## src/sv/drs_pkg.sv

```systemverilog
// Package with the widths, types and state codes shared by the decimal radix sorter files.
`default_nettype none

package drs_pkg;

  // Capacity of one batch, in items.
  localparam int unsigned MaxItems = 64;

  // Field widths of one transaction.
  localparam int unsigned KeyW = 31;
  localparam int unsigned TagW = 32;

  // Width of the item counter, which must hold MaxItems itself.
  localparam int unsigned CntW = $clog2(MaxItems + 1);

  // One stored key and tag pair as it sits in a cell.
  typedef struct packed {
    logic            valid;
    logic [KeyW-1:0] key;
    logic [TagW-1:0] tag;
  } entry_t;

  // Control broadcast from the sequencer to every cell.
  typedef struct packed {
    logic            insert;
    logic            shift;
    logic [KeyW-1:0] key;
    logic [TagW-1:0] tag;
  } cell_ctrl_t;

  // Sequencer states.
  typedef enum logic [1:0] {
    StLoad = 2'b01,
    StEmit = 2'b10
  } state_e;

endpackage

`default_nettype wire

```

## src/sv/drs_cell.sv

```systemverilog
// One cell of the sorting chain: holds one entry, inserts or shifts with its neighbors.
`default_nettype none

module drs_cell (
  input  wire logic                clk_i,
  input  wire logic                rst_ni,
  input  wire drs_pkg::cell_ctrl_t ctrl_i,
  input  wire drs_pkg::entry_t     left_i,
  input  wire logic                left_ins_i,
  input  wire drs_pkg::entry_t     right_i,
  output drs_pkg::entry_t          entry_o,
  output logic                     ins_o
);

  logic                     valid_q, valid_d;
  logic [drs_pkg::KeyW-1:0] key_q, key_d;
  logic [drs_pkg::TagW-1:0] tag_q, tag_d;
  logic                     ins;

  // The new key belongs in front of this entry only when strictly smaller,
  // so equal keys stay in arrival order.
  assign ins = valid_q && (key_q > ctrl_i.key);

  always_comb begin
    valid_d = valid_q;
    key_d   = key_q;
    tag_d   = tag_q;
    if (ctrl_i.shift) begin
      valid_d = right_i.valid;
      key_d   = right_i.key;
      tag_d   = right_i.tag;
    end else if (ctrl_i.insert) begin
      // A displaced left neighbor pushes its entry into this cell, whether this
      // cell is occupied or is the first free slot.
      if (left_ins_i) begin
        valid_d = left_i.valid;
        key_d   = left_i.key;
        tag_d   = left_i.tag;
      end else if (ins || (!valid_q && left_i.valid)) begin
        valid_d = 1'b1;
        key_d   = ctrl_i.key;
        tag_d   = ctrl_i.tag;
      end
    end
  end

  always_ff @(posedge clk_i or negedge rst_ni) begin
    if (!rst_ni) begin
      valid_q <= 1'b0;
    end else begin
      valid_q <= valid_d;
    end
  end

  always_ff @(posedge clk_i) begin
    key_q <= key_d;
    tag_q <= tag_d;
  end

  assign entry_o = '{valid: valid_q, key: key_q, tag: tag_q};
  assign ins_o   = ins;

endmodule

`default_nettype wire

```

## config.mk

```make
export PLATFORM = sky130hd
export DESIGN_NAME = drs_cell
export DESIGN_NICKNAME = d
export VERILOG_FILES = /design/src/sv/drs_pkg.sv /design/src/sv/drs_cell.sv
export SDC_FILE = /design/constraint.sdc
export NUM_CORES = 1
export LEC_CHECK = 0
export BUFFER_PORTS_ARGS = -buffer_cell sky130_fd_sc_hd__clkbuf_2
export CELL_PAD_IN_SITES_DETAIL_PLACEMENT = 1
export CELL_PAD_IN_SITES_GLOBAL_PLACEMENT = 2
export CORE_MARGIN = 2
export CORE_UTILIZATION = 24
export DETAILED_ROUTE_END_ITERATION = 8
export PLACE_DENSITY_LB_ADDON = 0.1
export RECOVER_POWER = 50
export SLEW_MARGIN = 20
export SYNTH_ARGS = -nofsm -noshare
export SYNTH_HDL_FRONTEND = slang
export SYNTH_SLANG_ARGS = --single-unit
```

## constraint.sdc

```tcl
create_clock -name clk_i -period 4.6 [get_ports clk_i]
set_input_delay 0.46 -clock clk_i [delete_from_list [all_inputs] [get_ports clk_i]]
set_output_delay 0.46 -clock clk_i [all_outputs]
set_load 0.02 [all_outputs]
```

==> qor.csv <==
stage;metric;value;unit
die;Starting Density;24.52;%
setup_path;Buf/Inv on CP;2;
pwr;clock network power share;35.1;%
timing;Fin Hold WS;0.4088;ns
timing;Rel. slew slack;-48.39;%
setup_path;CP Cell Sequence;ha_1, nand4_1, or4_4, a2111oi_2, nor3b_2, inv_2, buf_12;
setup_path;Slowest-stage cell, CP;or4_4;
drt;Wirelength per Cell;15.87;um
clocking;Max Root-Sink Buffers;2;
setup_path;worst setup path end;key_q[30];
synth;Post-Syn Instances;399;
layout;fin cells;877;
timing;final period utilization;68.15;%
layout;utilization after layout;34.98;%
drt;drc violations;0;
drt;post-route ant nets;0;
timing;f_max;319.0;MHz
placed_design;# port buffers;260;
synth;register area share after synthesis;47.14;%
setup_path;Startpoint Class;flop;
synth;cell area after synthesis;0.004066;sq mm
die;Die Span Y;134.2;um
synth;Synth Area per Inst;10.19;sq um
placed_design;DP HPWL;11310;um
flow_run;maxcap violations;1;
clocking;Clock Pin Slew Worst Setup and Hold Paths;0.06;ns
timing;setup tns final;0;ns
global_route;vias in the first global route;4169;
synth;#FFs+latches synth;64;
setup_path;RR Endpoint;key_q[30];
timing;Fin Clk Skew;0.006160;ns
setup_path;RR Startpoint;key_q[29];
clocking;H-tree Lvls;3;
drt;DR pass1 iterations;4;
clocking;CTS Sinks;64;
min_path;min-delay worst type;primary input to flop;
timing;fin. max-slew vios;65;
setup_path;Required @ worst endpoint;4.62;ns
setup_path;FF-to-FF path depth;7;
layout;area of the multi-input gates;0.001924;sq mm
run_status;status;finished, violations left;
setup_path;CP Class;flop to flop;
setup_path;flop2flop setup slack;1.47;ns
setup_path;worst-path fanout max;35;
clocking;latest clock arrival within the worst-skew pair;0.33;ns
pwr;Switching Fraction;30.16;%
global_route;first-pass GRT wire length;21480;um
pwr;Max VDD drop;0.1566;mV
setup_path;crit-path max cell delay;0.59;ns
pwr;pwr/cell area;326.5;mW/mm^2
drt;Routed WL;13920;um
layout;layout cells sized above 1;32.88;%
synth;count of distinct cell types in the synthesized netlist;28;
layout;fill count;2010;
die;core area;0.01658;sq mm
pwr;Reg power frac;40.0;%
setup_path;CP Capture Type;flop;
layout;storage element area;0.001917;sq mm
global_route;initial antenna violation count;0;
timing;RSZ-0062 raised after global routing;false;
drt;Vias/cell;4.406;
clocking;CTS buffer count;9;
timing;# setup viols final;0;
die;I/O pins;261;
setup_path;Critical Path Source;key_q[29];
clocking;CTS tree;yes;
timing;endpoints failing hold;0;
synth;syn nets;626;
timing;post-layout min period;3.135;ns
layout;diode count;0;
pwr;combinational share of power;24.9;%
die;die area;0.01800;sq mm
pwr;Static Leak;2.840;nW
setup_path;WP depth;7;
synth;synth warn;0;
placed_design;placer congestion estimate;0.7824;
global_route;gr ovfl total;0;
global_route;Overall Global Routing Usage;15.43;%
drt;DR vias;3864;
drt;DR iter-0 viols;82;
pwr;sw power;571.2;uW
layout;Synth-to-Final Area Change;42.65;%
placed_design;Post-Place Cells;860;
run_status;failing checks;max-capacitance violations, max-slew violations;
timing;Least-Margin Pin Slew;2.226;ns
setup_path;family with the most delay on the worst path;simple AND/OR/NAND/NOR gates;
layout;Final nets;879;
pwr;internal power;1.322;mW
die;cell row count;47;
global_route;pin count of the biggest net entering global routing;86;
clocking;Resized cells post-CTS;0;
setup_path;CP Data Arrival Time;3.15;ns
die;DIE WIDTH;134.2;um
clocking;Root Buffer;clkbuf_16;
[per-stage QoR]
stage	power, mW	setup WS [ns]	area (sq um)
6_report	1.894	1.465	5801
3_3_place_gp	1.258	1.271	5589
3_5_place_dp	1.268	1.213	5589
4_1_cts	1.946	1.397	5887
2_1_floorplan	1.037	1.017	4066
5_1_grt	2.006	1.191	5801
[per-layer routing]
layer  track usage (%)  up-vias  wire, um
met5                 0        -         0
met4             5.263        0       179
met3             6.198       11      1378
met2             26.30      160      6806
met1             17.57     1745      5551
li1                  -     1948         -
[cells in the mapped netlist]
library cell,count,share of area (%)
a21oi_1,13,1.6
nor3b_2,1,0.31
a21o_1,3,0.55
dfrtp_1,1,0.62
buf_2,6,0.74
nand2_1,68,6.3
a221oi_1,2,0.43
clkbuf_1,14,1.3
a31oi_1,1,0.15
ha_1,31,9.5
nand4_1,8,1.2
o211ai_1,1,0.18
inv_1,35,3.2
o21ai_1,1,0.12
buf_4,1,0.18
or4_1,1,0.18
edfxtp_1,63,47
nor2_1,5,0.46
nand3_1,4,0.49
o21ai_0,67,8.2
nand3b_1,2,0.37
a2111oi_2,1,0.37
nand2b_1,1,0.15
o31ai_1,1,0.18
mux2i_1,65,16
a211oi_1,1,0.18
buf_1,1,0.092
or4_4,1,0.28
[worst min-delay path: cells and delay by family]
kind	cells	cell delay (ns)
and+or+nand+nor	1	0.04
AOI/OAI and AO/OA	1	0.05
buffers and inverters	1	0.08
[placed cells by master (no fill, tap or decap), types with 3 or more instances in the layout]
cell | netlist | layout
a21oi_1 | 13 | 13
nand3_1 | 4 | 4
nor2_1 | 5 | 5
clkbuf_1 | 14 | 65
o21ai_0 | 67 | 67
nand4_1 | 8 | 8
mux2i_1 | 65 | 65
inv_1 | 35 | 34
a21o_1 | 3 | 3
clkbuf_2 | 0 | 195
clkbuf_16 | 0 | 9
edfxtp_1 | 63 | 63
ha_1 | 31 | 31
nand2_1 | 68 | 68
[flip-flops by register name, summed over array words and instances, names as in the netlist]
| name | count |
|---|---|
| valid_q | 1 |
| key_q | 31 |
| tag_q | 32 |
[logic make-up after synthesis]
logic type	count (synthesis)	synth area share, %
AO/OA/AOI/OAI	91	12.03
adder cells (fa/ha/maj)	31	9.538
buffers and inverters	57	5.539
flip-flops	64	47.14
multiplexers	65	16.00
AND/OR/NAND/NOR	91	9.754
[repair_timing]
item,CTS,global route
hold buffers,1,0
endpoints found under the hold margin,1,0
setup buffers,0,0
[power groups by stage]
stage                     registers, mW  clock network [mW]  logic, mW
after floorplan                   0.854                   0      0.183
final                             0.758               0.664      0.471
after detailed placement          0.772                   0      0.496
after global routing              0.768               0.709      0.529
after global placement            0.768                   0      0.490
after CTS                         0.761               0.687      0.498
[area by class of cell]
cell class / count / area share, %
inverters: 35 / 2.265
well taps: 220 / 4.745
multi-input cells: 278 / 33.18
flip-flops and latches: 64 / 33.05
clock inverters: 7 / 1.079
repair buffers: 264 / 21.81
clock buffers: 9 / 3.883
[worst min path at each step]
stage | start | to | slack [ns] | cells past startpoint
final | right_i[20] | tag_q[20] | 0.41 | 3
after global routing | right_i[26] | tag_q[26] | 0.41 | 3
after CTS | right_i[20] | tag_q[20] | 0.40 | 3
after detailed placement | rst_ni | valid_q | 0.24 | 1
after global placement | rst_ni | valid_q | 0.24 | 1
after floorplan | rst_ni | valid_q | 0.16 | 0
Note: power is estimated with default switching activity, not from simulation.
